### config.mk
export PLATFORM = sky130hd
export DESIGN_NAME = lptc_regs
export DESIGN_NICKNAME = d
export VERILOG_FILES = /design/src/rtl/core/lptc_pkg.sv /design/src/rtl/core/lptc_regs.sv
export SDC_FILE = /design/constraint.sdc
export NUM_CORES = 1
export LEC_CHECK = 0
export BUFFER_PORTS_ARGS = -buffer_cell sky130_fd_sc_hd__buf_4
export CORE_MARGIN = 4
export CORE_UTILIZATION = 30
export DETAILED_ROUTE_END_ITERATION = 10
export SYNTH_ARGS = -nofsm -noshare
export SYNTH_HDL_FRONTEND = slang
export SYNTH_SLANG_ARGS = --single-unit
### constraint.sdc
create_clock -name clk -period 1.75 [get_ports clk]
set_clock_uncertainty 0.05 [all_clocks]
set_input_delay 0.175 -clock clk [delete_from_list [all_inputs] [get_ports clk]]
set_output_delay 0.175 -clock clk [all_outputs]
set_load 0.05 [all_outputs]
### src/rtl/core/lptc_pkg.sv
// lptc_pkg: shared widths, constants, CORDIC arctangent table and the
// controller-to-datapath command struct for lidar_polar_to_cartesian.
// No dependencies.
package lptc_pkg;

    // Range sample width and CORDIC iteration count
    localparam int RANGE_BITS   = 16;
    localparam int CORDIC_STEPS = 16;
    localparam int ATAN_ENTRIES = 24;
    localparam int STEP_W       = $clog2(CORDIC_STEPS);
    localparam int ATAN_IDX_W   = $clog2(ATAN_ENTRIES);

    // Datapath widths
    localparam int ANGLE_W  = 32;
    localparam int CORDIC_W = 34;
    localparam int TRIG_W   = 16;
    localparam int COORD_W  = 17;
    localparam int PROD1_W  = RANGE_BITS + 1 + TRIG_W;
    localparam int PROD2_W  = PROD1_W + TRIG_W;

    // CORDIC constants (Q2.30 vectors, binary-angle z)
    localparam logic signed [CORDIC_W-1:0] CORDIC_GAIN  = CORDIC_W'(64'sd652032874);
    localparam logic signed [CORDIC_W-1:0] QUARTER_TURN = CORDIC_W'(64'sd1073741824);
    localparam logic signed [CORDIC_W-1:0] TRIG_HALF    = CORDIC_W'(64'sd16384);
    localparam logic signed [CORDIC_W-1:0] TRIG_MAX     = CORDIC_W'(64'sd32767);
    localparam logic signed [CORDIC_W-1:0] TRIG_MIN     = -CORDIC_W'(64'sd32768);
    localparam int TRIG_SHIFT = 15;

    // Coordinate rounding and limits
    localparam logic signed [PROD2_W-1:0] Z_HALF    = PROD2_W'(64'sd16384);
    localparam logic signed [PROD2_W-1:0] XY_HALF   = PROD2_W'(64'sd536870912);
    localparam logic signed [PROD2_W-1:0] COORD_MAX = PROD2_W'(64'sd65535);
    localparam int Z_SHIFT  = 15;
    localparam int XY_SHIFT = 30;

    // Configuration register map
    localparam int CFG_ADDR_W = 4;
    localparam logic [1:0] REG_START_AZIMUTH   = 2'd0;
    localparam logic [1:0] REG_AZIMUTH_STEP    = 2'd1;
    localparam logic [1:0] REG_ELEVATION_ANGLE = 2'd2;

    // Controller commands to the datapath
    typedef struct packed {
        logic              load;
        logic              rotate;
        logic              round;
        logic              mul1;
        logic              mul2;
        logic              write;
        logic [STEP_W-1:0] step;
    } ctrl_cmd_t;

    // atan(2^-i) in binary-angle units
    function automatic logic [ANGLE_W-1:0] atan_lut(input logic [ATAN_IDX_W-1:0] idx);
        logic [ANGLE_W-1:0] val;
        case (idx)
            5'd0:    val = 32'd536870912;
            5'd1:    val = 32'd316933406;
            5'd2:    val = 32'd167458907;
            5'd3:    val = 32'd85004756;
            5'd4:    val = 32'd42667331;
            5'd5:    val = 32'd21354465;
            5'd6:    val = 32'd10679838;
            5'd7:    val = 32'd5340245;
            5'd8:    val = 32'd2670163;
            5'd9:    val = 32'd1335087;
            5'd10:   val = 32'd667544;
            5'd11:   val = 32'd333772;
            5'd12:   val = 32'd166886;
            5'd13:   val = 32'd83443;
            5'd14:   val = 32'd41722;
            5'd15:   val = 32'd20861;
            5'd16:   val = 32'd10430;
            5'd17:   val = 32'd5215;
            5'd18:   val = 32'd2608;
            5'd19:   val = 32'd1304;
            5'd20:   val = 32'd652;
            5'd21:   val = 32'd326;
            5'd22:   val = 32'd163;
            5'd23:   val = 32'd81;
            default: val = '0;
        endcase
        return val;
    endfunction

endpackage

### src/rtl/core/lptc_regs.sv
// lptc_regs: APB-style configuration registers (start azimuth, azimuth
// step, elevation). Depends on lptc_pkg.
module lptc_regs (
    input  logic                              clk,
    input  logic                              rst_n,
    input  logic                              psel,
    input  logic                              penable,
    input  logic                              pwrite,
    input  logic [lptc_pkg::CFG_ADDR_W-1:0]   paddr,
    input  logic [31:0]                       pwdata,
    output logic [31:0]                       prdata,
    output logic                              pready,
    output logic [lptc_pkg::ANGLE_W-1:0]      start_azimuth,
    output logic [lptc_pkg::ANGLE_W-1:0]      azimuth_step,
    output logic [lptc_pkg::ANGLE_W-1:0]      elevation_angle
);

    logic [lptc_pkg::ANGLE_W-1:0] start_az_reg, az_step_reg, elev_reg;
    logic                         wr_en;
    logic [1:0]                   reg_idx;

    assign pready  = 1'b1;
    assign reg_idx = paddr[3:2];
    assign wr_en   = psel && penable && pwrite;

    always_ff @(posedge clk or negedge rst_n)
    begin
        if (!rst_n)
        begin
            start_az_reg <= '0;
            az_step_reg  <= '0;
            elev_reg     <= '0;
        end
        else if (wr_en)
        begin
            case (reg_idx)
                lptc_pkg::REG_START_AZIMUTH:   start_az_reg <= pwdata;
                lptc_pkg::REG_AZIMUTH_STEP:    az_step_reg  <= pwdata;
                lptc_pkg::REG_ELEVATION_ANGLE: elev_reg     <= pwdata;
                default: ;
            endcase
        end
    end

    always_comb
    begin
        case (reg_idx)
            lptc_pkg::REG_START_AZIMUTH:   prdata = start_az_reg;
            lptc_pkg::REG_AZIMUTH_STEP:    prdata = az_step_reg;
            lptc_pkg::REG_ELEVATION_ANGLE: prdata = elev_reg;
            default:                       prdata = '0;
        endcase
    end

    assign start_azimuth   = start_az_reg;
    assign azimuth_step    = az_step_reg;
    assign elevation_angle = elev_reg;

endmodule

# == After elaboration in Yosys (flattened, before gate mapping) ==
# Cells that the tools add are included.
# totals
wordCells,12
reg_bits,96
# op_classes
n_reduce_logical,6
muxes,1
eq_ne,2
# ops
op,count
$pmux 32 s3,1
$reduce_and 2->1,3
$eq 2x1->1 const B,1
$eq 2x2->1 const B,1
$logic_and 1x1->1,2
$logic_not 2->1,1

# == Longest topological paths before layout ==
# depth
depth_word,3
mapped_depth,6
mapped_depth_nobuf,3

# == Worst setup path after synthesis ==
# No wires, ideal clock.
# synth_timing
path_kind,register -> output
startpoint,"reg az_step_reg, in the netlist azimuth_step[10]"
endpoint,out prdata[10]
required_time_ns,1.525
setup_slack_ns,-0.337
arrival_time_ns,1.862
path_stages_with_launch,3
cell_sequence,dfrtp_1 -> mux2i_1 -> o21ai_0
# synth_via
elab_chain_len,1
# synth_rtl
element,line_no,rtl
start: declaration,lptc_regs.sv:18,"logic [lptc_pkg::ANGLE_W-1:0] start_az_reg, az_step_reg, elev_reg;"
start signal: assignment,lptc_regs.sv:38,lptc_pkg::REG_AZIMUTH_STEP: az_step_reg <= pwdata;
$pmux 32 s3,lptc_regs.sv:47,case (reg_idx)
end: declaration,lptc_regs.sv:11,"output logic [31:0] prdata,"
# No other way between the ends.

# == Worst setup path in the final report ==
# layout_timing
startpoint,in paddr[2] in the netlist's numbering
endpoint,out prdata[11]
# layout_via
elab_chain_len,2
elab_cells_between_ends,4
# layout_rtl
element,line_no,rtl
start: declaration,lptc_regs.sv:9,"input logic [lptc_pkg::CFG_ADDR_W-1:0] paddr,"
$eq 2x2->1 (tied with other cells),lptc_regs.sv:47,
$pmux 32 s3 (*),lptc_regs.sv:47,
# Every way passes the cells marked *; elsewhere a longest branch is shown, timed or not.

==> metrics.md <==
| Metric | Value |
|---|---|
| Vias in the first global route | `3,271` |
| Hold crit path type | `primary input to register` |
| Routed vias/inst | `4.669` |
| Combinational Power Share | `0.479` |
| Lkg Pwr | `3.088 nW` |
| Initial antenna violation count | `0` |
| Clk root buf | `clkbuf_16` |
| RSZ-0062 raised after global routing | `no` |
| Final std cells w/o fill | `671` |
| Syn Nets | `357` |
| Post-synthesis cell type count | `17` |
| Sw Share | `0.4513` |
| Outcome | `finished, final reports clean` |
| Seq/Total Area, Yosys | `0.5494` |
| Internal Power | `5.252 mW` |
| Ys async rst share | `1.000` |
| IO Pins | `170` |
| PortBufs | `about 170` |
| Hold Fails Final Rpt | `0` |
| H-tree depth | `3` |
| ANT cells | `0` |
| Met1 Use GR | `0.1752` |
| M2 GR Usage | `0.2354` |
| NetSw | `4.319 mW` |
| Die area | `approximately 17,000 µm²` |
| Initial Utilization | `0.3102` |
| Final #Nets | `528` |
| Sequential power share | `0.333` |
| Layout area overhead | `42.86%` |
| Crit Path Class | `primary input to output pin` |
| Row count | `43` |
| Router iterations before antenna repair | `4` |
| Main flop type after synthesis | `dfrtp_1` |
| Worst-skew pair later-pin latency | `0.33 ns` |
| Share of layout cells above drive strength 1 | `0.6008` |
| Max-Cap Viols | `0` |
| Met3 GRT Util | `0.04732` |
| Total Routed Length | `11.98 mm` |
| Fin Setup TNS | `0 ns` |
| Clock sinks | `96` |
| Cts hold-fix bufs | `1` |
| Max Fanout on Critical Path | `24` |
| FF+latch count, synth | `96` |
| TritonCTS clock tree | `yes` |
| Max Slew Vio Count | `0` |
| Die Width | `128.7 µm` |
| Min cycle time layout | `~1.5 ns` |
| RD Place Congestion | `0.7324` |
| Drt first-iter violations | `approximately 120` |
| Synth top area share | `0.5494` |
| Yosys warnings | `0` |
| Max stage delay on crit path | `0.44 ns` |
| VDD IR-drop max | `0.0008949 V` |
| Maximum root-to-sink buffer count | `2` |
| Global Route Usage Sum | `0.1427` |
| FMAX | `653.4 MHz` |
| Number of synthesized flops with an enable pin | `0` |
| Largest net degree at the start of global routing | `49` |
| Crit-path slowest cell | `buf_4` |
| Largest area contributor in the synthesized netlist | `dfrtp_1` |
| CTS resizes | `0` |
| Family with the most delay on the worst path | `buffers and inverters` |
| Avg Inst Size Synth | `13.84 µm²` |
| Core footprint | `14,100 µm²` |
| Cells after synthesis | `316` |
| Post-CTS setup buffers | `0` |
| WL per Instance | `17.86 µm` |
| Post-DP HPWL | `about 8.6 mm` |
| Worst EP arrival | `1.31 ns` |
| Final ANT Viol Nets | `0` |
| Pwr dens | `1532 nW/µm²` |
| Dpl cells | `655` |
| CP Launch Type | `primary input` |
| Largest cells by area after synthesis | `dfrtp_1, mux2_2, mux2_4, mux2i_1, o21ai_0` |
| Worst-path cell chain | `buf_4 -> buf_4 -> mux2i_1 -> o21ai_1 -> buf_4` |
| Final Worst Setup Slack | `0.2194 ns` |
| Worst setup EP type | `output pin` |
| Grt total ovfl | `0` |
| Post-route clock period utilization | `0.8746` |
| Critical path buffers and inverters | `3` |
| First-pass GRT wire length | `about 18 mm` |
| Post-Place Setup Slack | `0.1425 ns` |
| Cell mode on critical path | `buf_4` |
| Clock power frac | `0.188` |
| Clk pin slew, worst setup/hold paths | `0.06 ns` |
| DRC Markers | `0` |
| CTS Buf Count | `9` |
| Worst path required time | `between 1.5 and 2 ns` |
| Final Setup Violations | `0` |
| Via count | `3,133` |
| Die Height | `about 130 µm` |
| Most Crowded Layer GR | `met2` |
| Util after Layout | `0.4432` |
| # fillers | `1,317` |
| Syn Std Cell Area | `4373 µm²` |
-- through the flow --
| step | power [mW] | area, µm² | hold slack [ns] |
|---|---|---|---|
| after floorplan | 6.314 | 4373 | -0.1706 |
| after global placement | 7.787 | 5964 | 0.07169 |
| after detailed placement | 7.845 | 5964 | 0.06677 |
| after CTS | 9.710 | 6247 | 0.008512 |
| after global routing | 10.00 | 6247 | 0.01159 |
| final | 9.571 | 6247 | 0.02716 |
-- routing by layer --
metal,up-vias,share of wire
li1,1455,-
met1,1552,0.42
met4,0,0.015
met2,112,0.49
met3,14,0.079
met5,-,0
-- power by group through the flow --
stage | registers, mW | clock network (mW) | logic (mW)
after floorplan | 4.96 | 0 | 1.35
after global placement | 3.20 | 0 | 4.59
after detailed placement | 3.22 | 0 | 4.63
after CTS | 3.19 | 1.89 | 4.63
after global routing | 3.26 | 1.98 | 4.77
final | 3.18 | 1.80 | 4.59
-- kinds of logic after synthesis --
kind of cell / count (synthesis) / synth area share
other: 1 / 0.0008575
DFF: 96 / 0.5494
AOI/OAI and AO/OA: 32 / 0.03662
muxes: 128 / 0.3462
buffers and inverters: 22 / 0.02861
and+or+nand+nor: 37 / 0.03834
-- state kept, by name (all words and copies together) (netlist names) --
register,flops
azimuth_step,32
start_azimuth,32
elevation_angle,32
-- cell usage in the layout, fill, tap and decap left out, types with 2 or more instances in the layout --
cell type / synthesis / final
nand2_1: 32 / 32
mux2i_1: 32 / 32
mux2_1: 2 / 2
mux2_4: 30 / 30
buf_4: 2 / 172
dfrtp_1: 96 / 96
o21ai_1: 0 / 32
clkbuf_16: 0 / 9
clkinv_2: 0 / 2
clkinvlp_4: 0 / 2
mux2_2: 64 / 64
buf_12: 0 / 9
-- worst paths after layout --
check | from | end | slack [ns] | cells past startpoint
max | paddr[2] | prdata[11] | 0.22 | 5
min | pwdata[28] | start_azimuth[28] | 0.03 | 2
max reg2reg | elevation_angle[11] | elevation_angle[11] | 0.90 | 1
min reg2reg | start_azimuth[28] | start_azimuth[28] | 0.47 | 1
max in group asynchronous | rst_n | azimuth_step[7] | 0.78 | 3
min in group asynchronous | rst_n | azimuth_step[29] | 0.24 | 2
-- cells in the mapped netlist, types with 2 or more instances --
cell type / number
dfrtp_1: 96
mux2_2: 64
mux2i_1: 32
nand2_1: 32
o21ai_0: 32
mux2_4: 30
buf_2: 10
clkbuf_1: 7
buf_6: 3
buf_4: 2
mux2_1: 2
-- cell type report --
cell class | count | area, µm² | share of cell area
clock buffers | 10 | 239.0 | 0.03825
well taps | 180 | 225.2 | 0.03605
clock inverters | 5 | 33.78 | 0.005408
repair buffers | 182 | 1481 | 0.2371
multi-input cells | 198 | 1866 | 0.2986
flip-flops and latches | 96 | 2402 | 0.3845
Power figures use the tool's default switching activity.
