`src/rtl/core/lptc_pkg.sv`:
```
// lptc_pkg: shared widths, constants, CORDIC arctangent table and the
// controller-to-datapath command struct for lidar_polar_to_cartesian.
// No dependencies.
package lptc_pkg;

    // Range sample width and CORDIC iteration count
    localparam int RANGE_BITS   = 16;
    localparam int CORDIC_STEPS = 16;
    localparam int ATAN_ENTRIES = 24;
    localparam int STEP_W       = $clog2(CORDIC_STEPS);
    localparam int ATAN_IDX_W   = $clog2(ATAN_ENTRIES);

    // Datapath widths
    localparam int ANGLE_W  = 32;
    localparam int CORDIC_W = 34;
    localparam int TRIG_W   = 16;
    localparam int COORD_W  = 17;
    localparam int PROD1_W  = RANGE_BITS + 1 + TRIG_W;
    localparam int PROD2_W  = PROD1_W + TRIG_W;

    // CORDIC constants (Q2.30 vectors, binary-angle z)
    localparam logic signed [CORDIC_W-1:0] CORDIC_GAIN  = CORDIC_W'(64'sd652032874);
    localparam logic signed [CORDIC_W-1:0] QUARTER_TURN = CORDIC_W'(64'sd1073741824);
    localparam logic signed [CORDIC_W-1:0] TRIG_HALF    = CORDIC_W'(64'sd16384);
    localparam logic signed [CORDIC_W-1:0] TRIG_MAX     = CORDIC_W'(64'sd32767);
    localparam logic signed [CORDIC_W-1:0] TRIG_MIN     = -CORDIC_W'(64'sd32768);
    localparam int TRIG_SHIFT = 15;

    // Coordinate rounding and limits
    localparam logic signed [PROD2_W-1:0] Z_HALF    = PROD2_W'(64'sd16384);
    localparam logic signed [PROD2_W-1:0] XY_HALF   = PROD2_W'(64'sd536870912);
    localparam logic signed [PROD2_W-1:0] COORD_MAX = PROD2_W'(64'sd65535);
    localparam int Z_SHIFT  = 15;
    localparam int XY_SHIFT = 30;

    // Configuration register map
    localparam int CFG_ADDR_W = 4;
    localparam logic [1:0] REG_START_AZIMUTH   = 2'd0;
    localparam logic [1:0] REG_AZIMUTH_STEP    = 2'd1;
    localparam logic [1:0] REG_ELEVATION_ANGLE = 2'd2;

    // Controller commands to the datapath
    typedef struct packed {
        logic              load;
        logic              rotate;
        logic              round;
        logic              mul1;
        logic              mul2;
        logic              write;
        logic [STEP_W-1:0] step;
    } ctrl_cmd_t;

    // atan(2^-i) in binary-angle units
    function automatic logic [ANGLE_W-1:0] atan_lut(input logic [ATAN_IDX_W-1:0] idx);
        logic [ANGLE_W-1:0] val;
        case (idx)
            5'd0:    val = 32'd536870912;
            5'd1:    val = 32'd316933406;
            5'd2:    val = 32'd167458907;
            5'd3:    val = 32'd85004756;
            5'd4:    val = 32'd42667331;
            5'd5:    val = 32'd21354465;
            5'd6:    val = 32'd10679838;
            5'd7:    val = 32'd5340245;
            5'd8:    val = 32'd2670163;
            5'd9:    val = 32'd1335087;
            5'd10:   val = 32'd667544;
            5'd11:   val = 32'd333772;
            5'd12:   val = 32'd166886;
            5'd13:   val = 32'd83443;
            5'd14:   val = 32'd41722;
            5'd15:   val = 32'd20861;
            5'd16:   val = 32'd10430;
            5'd17:   val = 32'd5215;
            5'd18:   val = 32'd2608;
            5'd19:   val = 32'd1304;
            5'd20:   val = 32'd652;
            5'd21:   val = 32'd326;
            5'd22:   val = 32'd163;
            5'd23:   val = 32'd81;
            default: val = '0;
        endcase
        return val;
    endfunction

endpackage

```
`src/rtl/core/lptc_ctrl.sv`:
```
// lptc_ctrl: sequencing state machine for one item (load, CORDIC steps,
// round, two multiply stages, output write) and output valid. Depends on lptc_pkg.
module lptc_ctrl (
    input  logic                 clk,
    input  logic                 rst_n,
    input  logic                 in_valid,
    output logic                 in_stall,
    output logic                 out_valid,
    input  logic                 out_stall,
    output lptc_pkg::ctrl_cmd_t  cmd
);

    localparam logic [2:0] S_IDLE  = 3'd0;
    localparam logic [2:0] S_ROT   = 3'd1;
    localparam logic [2:0] S_ROUND = 3'd2;
    localparam logic [2:0] S_MUL1  = 3'd3;
    localparam logic [2:0] S_MUL2  = 3'd4;
    localparam logic [2:0] S_WRITE = 3'd5;

    localparam logic [lptc_pkg::STEP_W-1:0] STEP_LAST =
        lptc_pkg::STEP_W'(lptc_pkg::CORDIC_STEPS - 1);

    logic [2:0]                  state_reg, state_next;
    logic [lptc_pkg::STEP_W-1:0] step_reg, step_next;
    logic                        out_valid_reg, out_valid_next;
    logic                        in_acc, do_write;

    assign in_stall = (state_reg != S_IDLE);
    assign in_acc   = in_valid && !in_stall;
    assign do_write = (state_reg == S_WRITE) && (!out_valid_reg || !out_stall);

    always_comb
    begin
        state_next = state_reg;
        step_next  = step_reg;
        case (state_reg)
            S_IDLE:
            begin
                if (in_acc)
                begin
                    state_next = S_ROT;
                    step_next  = '0;
                end
            end
            S_ROT:
            begin
                step_next = step_reg + 1'b1;
                if (step_reg == STEP_LAST)
                    state_next = S_ROUND;
            end
            S_ROUND: state_next = S_MUL1;
            S_MUL1:  state_next = S_MUL2;
            S_MUL2:  state_next = S_WRITE;
            S_WRITE:
            begin
                if (do_write)
                    state_next = S_IDLE;
            end
            default: state_next = S_IDLE;
        endcase
    end

    always_comb
    begin
        if (do_write)
            out_valid_next = 1'b1;
        else if (out_valid_reg && !out_stall)
            out_valid_next = 1'b0;
        else
            out_valid_next = out_valid_reg;
    end

    always_ff @(posedge clk or negedge rst_n)
    begin
        if (!rst_n)
        begin
            state_reg     <= S_IDLE;
            step_reg      <= '0;
            out_valid_reg <= 1'b0;
        end
        else
        begin
            state_reg     <= state_next;
            step_reg      <= step_next;
            out_valid_reg <= out_valid_next;
        end
    end

    assign out_valid  = out_valid_reg;
    assign cmd.load   = in_acc;
    assign cmd.rotate = (state_reg == S_ROT);
    assign cmd.round  = (state_reg == S_ROUND);
    assign cmd.mul1   = (state_reg == S_MUL1);
    assign cmd.mul2   = (state_reg == S_MUL2);
    assign cmd.write  = do_write;
    assign cmd.step   = step_reg;

endmodule

```
`config.mk`:
```
export PLATFORM = sky130hd
export DESIGN_NAME = lptc_ctrl
export DESIGN_NICKNAME = d
export VERILOG_FILES = /design/src/rtl/core/lptc_pkg.sv /design/src/rtl/core/lptc_ctrl.sv
export SDC_FILE = /design/constraint.sdc
export NUM_CORES = 1
export LEC_CHECK = 0
export BUFFER_PORTS_ARGS = -buffer_cell sky130_fd_sc_hd__clkbuf_2
export CAP_MARGIN = 5
export CORE_AREA = 2 2 39 41
export DETAILED_ROUTE_END_ITERATION = 10
export DIE_AREA = 0 0 41 43
export GPL_ROUTABILITY_DRIVEN = 0
export PLACE_DENSITY = 0.67
export RECOVER_POWER = 100
export SYNTH_ARGS = -nofsm -noshare
export SYNTH_HDL_FRONTEND = slang
export SYNTH_SLANG_ARGS = --single-unit
```
`constraint.sdc`:
```
create_clock -name clk -period 1.7 [get_ports clk]
set_input_delay 0 -clock clk [delete_from_list [all_inputs] [get_ports clk]]
set_output_delay 0 -clock clk [all_outputs]
set_load 0.005 [all_outputs]
```
# After elaboration in Yosys (flattened, before gate mapping)
# Cells that the tools add are included.
[word_totals]
register_bits = 8
inputBits = 4
out_inout_bits = 12
elab_cells = 34
[op_classes]
add_sub_neg = 1
n_eq_ne = 9
muxes = 8
reduce_logical = 13
[ops]
columns = ["op", "n"]
rows = [
  ["one-hot mux 3 bit (6 select lines)", 1],
  ["2-to-1 mux 3 bit", 3],
  ["one-hot mux 4 bit (2 select lines)", 1],
  ["equality test 3 x 2 -> 1 bit, second input constant", 2],
  ["equality test 3 bit, second input constant", 2],
  ["adder 4 x 1 -> 4 bit, second input constant", 1],
  ["equality test 4 bit, second input constant", 1],
  ["2-to-1 mux 4 bit", 1],
  ["!= test 2 bit, second input constant", 2],
  ["nonzero test 2 bit", 2],
  ["equality test 3 x 1 -> 1 bit, second input constant", 1],
  ["logical AND 1 bit", 3],
  ["logical NOT 1 bit", 3],
  ["logical NOT 3 bit", 1],
  ["AND reduction 3 bit", 1],
  ["nonzero test 3 bit", 1],
  ["2-to-1 mux 1 bit", 2],
  ["!= test 2 x 1 -> 1 bit, second input constant", 1],
  ["AND reduction 2 bit", 1],
  ["logical OR 1 bit", 1],
]

# Depth between registers and ports, before layout
# Gate-level depths: netlist of the first run.
[logic_depth]
word_depth = 5
depth_mapped = 5

# Worst setup path after synthesis of the first run
# No wires, ideal clock.
[synth_path]
kind = "reg-to-reg"
startpoint = "register step_reg[0] in the netlist's numbering"
endpoint = "register step_reg[2] in the netlist's numbering"
setup_time_ns = 0.066
arrival_time_ns = 1.192
slack_ns = 0.442
stages_incl_launch_ff = 5
n_path_buf = 0
synth_period_minus_slack_ns = 1.258
cell_sequence = "dfrtp_1 > ha_1 > or4b_1 > o21ai_1 > a22o_1"
[synth_between]
elab_chain_cells = 2
[synth_lines]
columns = ["element", "line", "text"]
rows = [
  ["from (decl)", "lptc_ctrl.sv:24", "logic [lptc_pkg::STEP_W-1:0] step_reg, step_next;"],
  ["from (signal assigned)", "lptc_ctrl.sv:84", "step_reg <= step_next;"],
  ["adder 4 x 1 -> 4 bit", "lptc_ctrl.sv:47", "step_next = step_reg + 1'b1;"],
  ["one-hot mux 4 bit (2 select lines)", "lptc_ctrl.sv:36", "case (state_reg)"],
]
# Every way passes these cells.
# A chain may end at the register's enable or synchronous reset.

==> impl_metrics.env, run 1 <==
export IMPL_seqCellArea_um2=200
export IMPL_cts_setup_buffers=0
export IMPL_synthToLayoutAreaGrowth_pct=18.4
export IMPL_grt_pass1_wl_um=1570
export IMPL_finalHoldViolCount=0
export IMPL_antenna_found_initial=0
export IMPL_yosysWarnings=0
export IMPL_final_cell_mix="9 x clkbuf_2, 8 x dfrtp_1, 6 x clkbuf_1"
export IMPL_outcome="finished clean"
export IMPL_critPathCaptureType="output pin"
export IMPL_initial_core_util_pct=33.5
export IMPL_drive_gt1_share_pct=20.6
export IMPL_num_vias=396
export IMPL_routed_wl_um=1010
export IMPL_hp_class="primary input to flop"
export IMPL_nets=70
export IMPL_io_pins=16
export IMPL_drtIter0Drc=10
export IMPL_clock_latency_ns=0.26
export IMPL_period_needed_ns=1.43
export IMPL_cp_max_fo=13
export IMPL_core_um2=1380
export IMPL_via_per_inst=5.01
export IMPL_setup_tns_ns=0
export IMPL_critPathKind="flop to output pin"
export IMPL_htreeDepth=1
export IMPL_dieWidth_um=41
export IMPL_final_max_slew_violation_count=0
export IMPL_critPathLaunchType="flop"
export IMPL_track_usage_pct=14.2
export IMPL_rsz0062_at_grt="false"
export IMPL_place_ws_ns=0.353
export IMPL_fin_ws_ns=0.274
export IMPL_cts_buffers=3
export IMPL_synthesis_nets=54
export IMPL_cts_hold_buf=1
export IMPL_wl_per_cell_um=12.8
export IMPL_dp_hpwl_um=677
export IMPL_cts_clk_slew_worst_paths_ns=0.06
export IMPL_multi_input_comb_area_um2=216
export IMPL_cts_resized=0
export IMPL_synth_cells=49
export IMPL_irDropWorstVdd_mv=0.784
export IMPL_max_clock_freq_mhz=701
export IMPL_ys_types=26
export IMPL_arrival_ns=1.43
export IMPL_tightest_slew_ns=0.459
export IMPL_ant_nets=0
export IMPL_ys_ff_latch=8
export IMPL_drc=0
export IMPL_power_density_nw_per_um2=1620
export IMPL_clkSinkCount=8
export IMPL_p_total_w=0.000887
export IMPL_die_height_um=43
export IMPL_layout_commonest_cell="clkbuf_2"
export IMPL_row_count=14
export IMPL_dr_pass1_iters=4
export IMPL_overflow=0
export IMPL_relSlewSlack_pct=69.4
export IMPL_p_leak_nw=0.256
export IMPL_clk_path_buf_depth=2
export IMPL_cp_required_ns=1.70
export IMPL_synth_area_per_cell_um2=9.45
export IMPL_largest_reg_flops=4
export IMPL_clock_skew_final_ns=0.00458
export IMPL_fin_crit_sh_pct=83.9
export IMPL_portBuffers=15
export IMPL_die_area_um2=1760
export IMPL_drv_cap=0
export IMPL_syn_area_um2=463
export IMPL_grt_pass1_vias=337
export IMPL_fill_cells=155
export IMPL_num_antenna_cells=0
export IMPL_tritoncts="yes"
export IMPL_cts_root_buf="clkbuf_4"
export IMPL_grt_max_degree=14
export IMPL_synth_yosys_seq_area_share_pct=43.2
export IMPL_finalSetupViolCount=0
## routing by layer
| layer | vias to the layer above | part of all wire, % | track usage [%] |
|---|---|---|---|
| li1 | 202 | - | - |
| met4 | 0 | 1.4 | 10.0 |
| met3 | 2 | 5.7 | 4.71 |
| met1 | 179 | 46 | 19.5 |
| met2 | 13 | 46 | 17.8 |
| met5 | - | 0 | 0 |
## area by class of cell
class | instances | area share (%)
multi-input cells | 33 | 39.5
inverters | 3 | 2.05
flip-flops and latches | 8 | 36.5
repair buffers | 16 | 14.2
clock buffers | 3 | 4.11
well taps | 16 | 3.65
## cells by family (layout without fill, tap and decap cells)
logic type / after synthesis / count (layout) / share of synthesized area [%]
buffers and inverters: 8 / 22 / 8.92
adders and majority gates: 1 / 1 / 2.70
muxes: 2 / 2 / 4.86
AOI/OAI and AO/OA: 12 / 12 / 17.3
and+or+nand+nor: 18 / 18 / 23.0
DFF: 8 / 8 / 43.2
## where the power goes
| part | switching, W | total [W] | internal (W) |
|---|---|---|---|
| clock | 0.0000681 | 0.000149 | 0.0000810 |
| sequential | 0.000113 | 0.000376 | 0.000264 |
| combinational | 0.000162 | 0.000362 | 0.000199 |
| total | 0.000343 | 0.000887 | 0.000544 |
## cell usage after synthesis (all sizes together)
| cell type | number | area share (%) |
|---|---|---|
| nand4 | 1 | 1.4 |
| a21oi | 3 | 3.2 |
| ha | 1 | 2.7 |
| and3 | 1 | 1.4 |
| mux2 | 2 | 4.9 |
| dfrtp | 8 | 43 |
| nor2b | 2 | 2.7 |
| or4b | 1 | 2.2 |
| a211o | 1 | 1.9 |
| or3 | 1 | 2.4 |
| nand2b | 2 | 2.7 |
| o21ai | 4 | 4.3 |
| nand3 | 1 | 1.1 |
| nor3 | 2 | 2.2 |
| and2 | 1 | 1.4 |
| nor3b | 1 | 1.6 |
| nor2 | 2 | 1.6 |
| a22o | 3 | 5.7 |
| a32o | 1 | 2.2 |
| nand2 | 3 | 2.4 |
| buf | 5 | 6.5 |
| inv | 3 | 2.4 |
## critical path: stages, from the launching register on
cell and delay, ns:
dfrtp_1 0.49, or3_1 0.46, nor2_1 0.10, clkbuf_1 0.11
## path summary, 6_finish.rpt
check	start	endpoint	slack, ns	cells after the start
max in group asynchronous	rst_n	out_valid	1.18	2
max	state_reg[0]	cmd[9]	0.27	3
min in group asynchronous	rst_n	step_reg[3]	0.20	2
min reg2reg	out_valid	out_valid	0.57	2
min	out_stall	out_valid	0.02	3
max reg2reg	step_reg[0]	step_reg[2]	0.34	4
## stage by stage
stage	cells	instance area, µm²	utilization [%]	hold slack (ns)
detailed placement	75	528	38.2	-0.138
global route	79	548	39.6	0.0517
finish	79	548	39.6	0.0249
CTS	79	561	40.5	0.0130
global placement	75	528	38.2	-0.140
floorplan	49	463	-	-0.296
Note: power is estimated with default switching activity, not from simulation.
==> run 2, diff against run 1 <==
--- a/config.mk
+++ b/config.mk
@@ -11,7 +11,7 @@
 export DETAILED_ROUTE_END_ITERATION = 10
 export DIE_AREA = 0 0 41 43
 export GPL_ROUTABILITY_DRIVEN = 0
-export PLACE_DENSITY = 0.67
+export PLACE_DENSITY = 0.69
 export RECOVER_POWER = 100
 export SYNTH_ARGS = -nofsm -noshare
 export SYNTH_HDL_FRONTEND = slang
==> constraint.sdc (replaced) <==
create_clock -name clk -period 1.3 [get_ports clk]
set_input_delay 0 -clock clk [delete_from_list [all_inputs] [get_ports clk]]
set_output_delay 0 -clock clk [all_outputs]
set_load 0.005 [all_outputs]
==> run 2 against run 1 <==
  * Clock-buffer cell count stayed put
  * Hold slack worse by 0.0048 ns
  * Global-route usage is 0.81 points lower
  * Critical path depth stayed put
  * Critical endpoint unchanged
  * Highest routed layer unchanged
==> impl_metrics.env, run 2 (same netlist as run 1, synthesis figures left out) <==
export IMPL_outcome="finished clean"
export IMPL_drive_gt1_share_pct=39.4
export IMPL_met3_length_um=38
export IMPL_fin_crit_sh_pct=96.9
export IMPL_setup_tns_ns=0
export IMPL_relSlewSlack_pct=70.3
export IMPL_grt_pass1_vias=396
export IMPL_dieWidth_um=41
export IMPL_final_cell_mix="11 x clkbuf_2, 7 x dfrtp_1, 6 x buf_4"
export IMPL_p_leak_nw=0.311
export IMPL_row_count=14
export IMPL_hold_depth=3
export IMPL_io_pins=16
export IMPL_hp_class="primary input to flop"
export IMPL_critPathKind="flop to output pin"
export IMPL_critPathBufInv=1
export IMPL_antenna_found_initial=0
export IMPL_grt_pass1_wl_um=1560
export IMPL_r2r_slack_ns=0.05
export IMPL_r2r_cells=4
export IMPL_cpMaxStageDelayCell="dfrtp_1"
export IMPL_die_height_um=43
export IMPL_rsz0062_at_grt="true"
export IMPL_initial_core_util_pct=33.5
export IMPL_overflow=0
export IMPL_cts_root_buf="clkbuf_4"
export IMPL_cts_clk_slew_worst_paths_ns=0.05
export IMPL_via_per_inst=4.85
export IMPL_cp_max_fo=8
export IMPL_critPathLaunchType="flop"
export IMPL_die_area_um2=1760
export IMPL_grt_max_degree=9
export IMPL_htreeDepth=1
export IMPL_cts_buffers=3
export IMPL_finalHoldViolCount=0
export IMPL_irDropWorstVdd_mv=0.948
export IMPL_wl_met1_um=442
export IMPL_nets=78
export IMPL_arrival_ns=1.26
export IMPL_drtIter0Drc=4
export IMPL_largest_reg_flops=4
export IMPL_cp_depth=3
export IMPL_num_antenna_cells=0
export IMPL_finalSetupViolCount=0
export IMPL_ant_nets=0
export IMPL_crit_family="flip-flops"
export IMPL_dr_wl_met2_um=486
export IMPL_hp_start="out_stall"
export IMPL_power_density_nw_per_um2=2070
export IMPL_cp_required_ns=1.30
export IMPL_portBuffers=15
export IMPL_critPathCaptureType="output pin"
export IMPL_drv_cap=0
export IMPL_layout_commonest_cell="clkbuf_2"
export IMPL_clock_latency_ns=0.25
export IMPL_holdPathEnd="out_valid"
export IMPL_wl_per_cell_um=11.3
export IMPL_dp_hpwl_um=753
export IMPL_dr_pass1_iters=4
export IMPL_crit_chain="or3_4 -> nor2_1 -> buf_2"
export IMPL_tritoncts="yes"
export IMPL_fill_cells=141
export IMPL_drc=0
export IMPL_rr_endpoint="step_reg[2]"
export IMPL_timing_hold_ws_ns=0.0202
export IMPL_tightest_slew_ns=0.446
export IMPL_clock_skew_final_ns=0.00421
export IMPL_track_usage_pct=13.4
export IMPL_rr_startpoint="step_reg[1]"
export IMPL_core_um2=1380
export IMPL_clk_path_buf_depth=2
export IMPL_max_clock_freq_mhz=794
export IMPL_period_needed_ns=1.26
export IMPL_final_max_slew_violation_count=0
export IMPL_synthToLayoutAreaGrowth_pct=34.3
export IMPL_num_vias=422
export IMPL_routed_wl_um=981
export IMPL_clkSinkCount=8
export IMPL_highest_layer="met4"
export IMPL_max_stage_delay_ns=0.46
## run 2: worst max-delay path by stage
stage,to,start
after CTS,cmd[4],state_reg[1]
after global routing,step_reg[2],step_reg[1]
after detailed placement,step_reg[2],state_reg[1]
after floorplan,step_reg[2],step_reg[0]
after global placement,step_reg[2],state_reg[1]
final,cmd[9],state_reg[2]
## run 2: power by group
| group | internal [W] | switching (W) | total, W | leakage (nW) |
|---|---|---|---|---|
| Combinational | 0.000383 | 0.000279 | 0.000662 | 0.200 |
| Clock | 0.000105 | 0.0000794 | 0.000185 | 0.0138 |
| Sequential | 0.000347 | 0.0000927 | 0.000439 | 0.0978 |
| Total | 0.000834 | 0.000451 | 0.00129 | 0.311 |
## run 2: area by class of cell
class                   instances  area [µm²]  area share [%]
clock buffers                   3        22.5            3.62
inverters                       3        11.3            1.81
multi-input cells              33         231            37.2
flip-flops and latches          8         201            32.4
well taps                      16        20.0            3.22
repair buffers                 24         135            21.7
## run 2: metrics by stage
step | area [µm²] | worst slack, ns | util [%] | std cells | total power, W
floorplan | 463 | 0.0418 | - | 49 | 0.000817
global placement | 573 | 0.0774 | 41.4 | 81 | 0.00106
finish | 622 | 0.0406 | 44.9 | 87 | 0.00129
CTS | 624 | 0.0215 | 45.1 | 87 | 0.00130
global route | 622 | -0.0219 | 44.9 | 87 | 0.00139
detailed placement | 573 | 0.0505 | 41.4 | 81 | 0.00108
## run 2: what timing repair did
item | CTS | global route
gates resized for setup | 2 | 6
setup endpoints to repair | 2 | 6
buffers inserted | 2 | 0
pin swaps | 0 | 2
endpoints found under the hold margin | 8 | 0
hold buffers | 1 | 0
## run 2: worst min-delay path: stages
cell and delay, ns:
clkbuf_2 0.09, nand2_1 0.08, nand2_1 0.06
## run 2: metal layers
metal	global-route usage [%]	up-vias
met4	10.0	0
met5	0	-
li1	-	217
met2	20.0	11
met1	16.5	192
met3	1.57	2
==> run 3, diff against run 2 <==
==> constraint.sdc (replaced) <==
create_clock -name clk -period 1.3 [get_ports clk]
set_input_delay 0.26 -clock clk [delete_from_list [all_inputs] [get_ports clk]]
set_output_delay 0.26 -clock clk [all_outputs]
set_load 0.005 [all_outputs]
==> run 3 against run 2 <==
  * The flow now finishes with violations (negative setup slack)
  * Global-route usage is 1.2 points higher
  * Cell area is 5.4% higher
  * Power is 2.8% higher
  * Critical endpoint unchanged
  * Highest routed layer unchanged
==> impl_metrics.env, run 3 (same netlist as run 1, synthesis figures left out) <==
export IMPL_outcome="complete, but fails checks"
export IMPL_violations="negative setup slack"
export IMPL_die_area_um2=1760
export IMPL_routed_wl_um=1120
export IMPL_clk_path_buf_depth=2
export IMPL_fin_area_um2=656
export IMPL_drc=0
export IMPL_power_switching_w=0.000491
export IMPL_irDropWorstVdd_mv=0.858
export IMPL_cpMaxStageDelayCell="or3_4"
export IMPL_cts_clk_slew_worst_paths_ns=0.06
export IMPL_ant_nets=0
export IMPL_seqCellArea_um2=200
export IMPL_crit_chain="or3_4 -> nor2_2 -> buf_2"
export IMPL_tritoncts="yes"
export IMPL_nets=81
export IMPL_largest_reg_flops=4
export IMPL_period_needed_ns=1.52
export IMPL_pwr_share_comb_pct=51.5
export IMPL_wl_per_cell_um=12.4
export IMPL_core_um2=1380
export IMPL_htreeDepth=1
export IMPL_tightest_slew_ns=0.457
export IMPL_portBuffers=15
export IMPL_final_cell_mix="9 x clkbuf_2, 8 x dfrtp_1, 6 x clkbuf_1, 6 x buf_4, 5 x clkbuf_4"
export IMPL_dp_hpwl_um=780
export IMPL_power_density_nw_per_um2=2020
export IMPL_clock_latency_ns=0.26
export IMPL_switching_share_pct=37.1
export IMPL_clock_skew_final_ns=0.00868
export IMPL_dr_pass1_iters=4
export IMPL_via_per_inst=4.99
export IMPL_initial_core_util_pct=33.5
export IMPL_track_usage_pct=14.5
export IMPL_arrival_ns=1.26
export IMPL_drtIter0Drc=5
export IMPL_final_max_slew_violation_count=0
export IMPL_layout_commonest_cell="clkbuf_2"
export IMPL_max_clock_freq_mhz=657
export IMPL_cts_root_buf="clkbuf_4"
export IMPL_hp_class="primary input to flop"
export IMPL_synthToLayoutAreaGrowth_pct=41.6
export IMPL_cts_buffers=3
export IMPL_num_antenna_cells=0
export IMPL_io_pins=16
export IMPL_p_leak_nw=0.319
export IMPL_seq_power_share_pct=33.2
export IMPL_power_internal_w=0.000831
export IMPL_critPathLaunchType="flop"
export IMPL_fin_ws_ns=-0.223
export IMPL_grt_pass1_wl_um=1580
export IMPL_num_vias=449
export IMPL_critPathKind="flop to output pin"
export IMPL_cp_max_fo=4
export IMPL_drive_gt1_share_pct=43.2
export IMPL_drv_cap=0
export IMPL_cp_required_ns=1.04
export IMPL_critPathCaptureType="output pin"
export IMPL_fin_crit_sh_pct=117
export IMPL_multi_input_comb_area_um2=249
export IMPL_dieWidth_um=41
export IMPL_die_height_um=43
export IMPL_row_count=14
export IMPL_antenna_found_initial=0
export IMPL_clkPwrFrac_pct=15.3
export IMPL_overflow=0
export IMPL_max_stage_delay_ns=0.41
export IMPL_placed_area_um2=603
export IMPL_relSlewSlack_pct=69.5
export IMPL_fin_util_pct=47.4
export IMPL_clkSinkCount=8
export IMPL_finalHoldViolCount=0
export IMPL_rsz0062_at_grt="true"
export IMPL_fill_cells=144
export IMPL_grt_max_degree=9
export IMPL_finalSetupViolCount=8
export IMPL_grt_pass1_vias=393
## run 3: power by group through the flow
stage               clock, W  combinational (W)  sequential (W)
floorplan                  0           0.000383        0.000441
detailed placement         0           0.000673        0.000443
global route        0.000216           0.000749        0.000451
global placement           0           0.000656        0.000439
CTS                 0.000206           0.000718        0.000438
finish              0.000203           0.000681        0.000438
## run 3: layout make-up
type	count	area share (%)
multi-input combinational	33	38.0
sequential	8	30.5
timing repair buffer	27	23.3
clock buffer	3	3.44
tap	16	3.05
inverter	3	1.72
## run 3: metrics by stage
stage	TNS, ns	hold slack [ns]	worst slack [ns]	std cells	total power (W)
floorplan	-0.0276	-0.0356	-0.0276	49	0.000824
global placement	0	0.115	0.0330	85	0.00109
detailed placement	0	0.120	0.0233	85	0.00112
CTS	-1.07	0.257	-0.237	90	0.00136
global route	-1.49	0.293	-0.280	90	0.00142
finish	-1.11	0.262	-0.223	90	0.00132
## run 3: final timing paths
| path | start | to | slack (ns) | cells after the start |
|---|---|---|---|---|
| max | state_reg[0] | cmd[9] | -0.22 | 3 |
| min | out_stall | out_valid | 0.26 | 3 |
| max reg2reg | state_reg[1] | step_reg[2] | -0.05 | 4 |
| min reg2reg | out_valid | out_valid | 0.56 | 2 |
| max in group asynchronous | rst_n | step_reg[1] | 0.52 | 2 |
| min in group asynchronous | rst_n | out_valid | 0.46 | 2 |
## run 3: repair_timing
action / 4_1_cts / 5_1_grt
setup buffers: 1 / 0
hold buffers: 1 / 0
pin swaps: 3 / 0
hold endpoints to repair: 8 / 0
endpoints found under the setup margin: 7 / 8
cloned: 0 / 0
gates resized for setup: 5 / 5
## run 3: metal layers
metal | vias to the layer above | global-route usage [%] | share of wire [%] | wire (µm)
met1 | 206 | 15.1 | 40 | 444
met3 | 4 | 3.14 | 4.0 | 45
met2 | 13 | 21.3 | 52 | 576
li1 | 226 | - | - | -
met4 | 0 | 16.0 | 4.3 | 48
met5 | - | 0 | 0 | 0
## run 3: critical path, delay by kind of cell (launching register included)
kind / cells / cell delay (ns)
flops: 1 / 0.40
simple gates: 2 / 0.49
buf+inv: 1 / 0.11
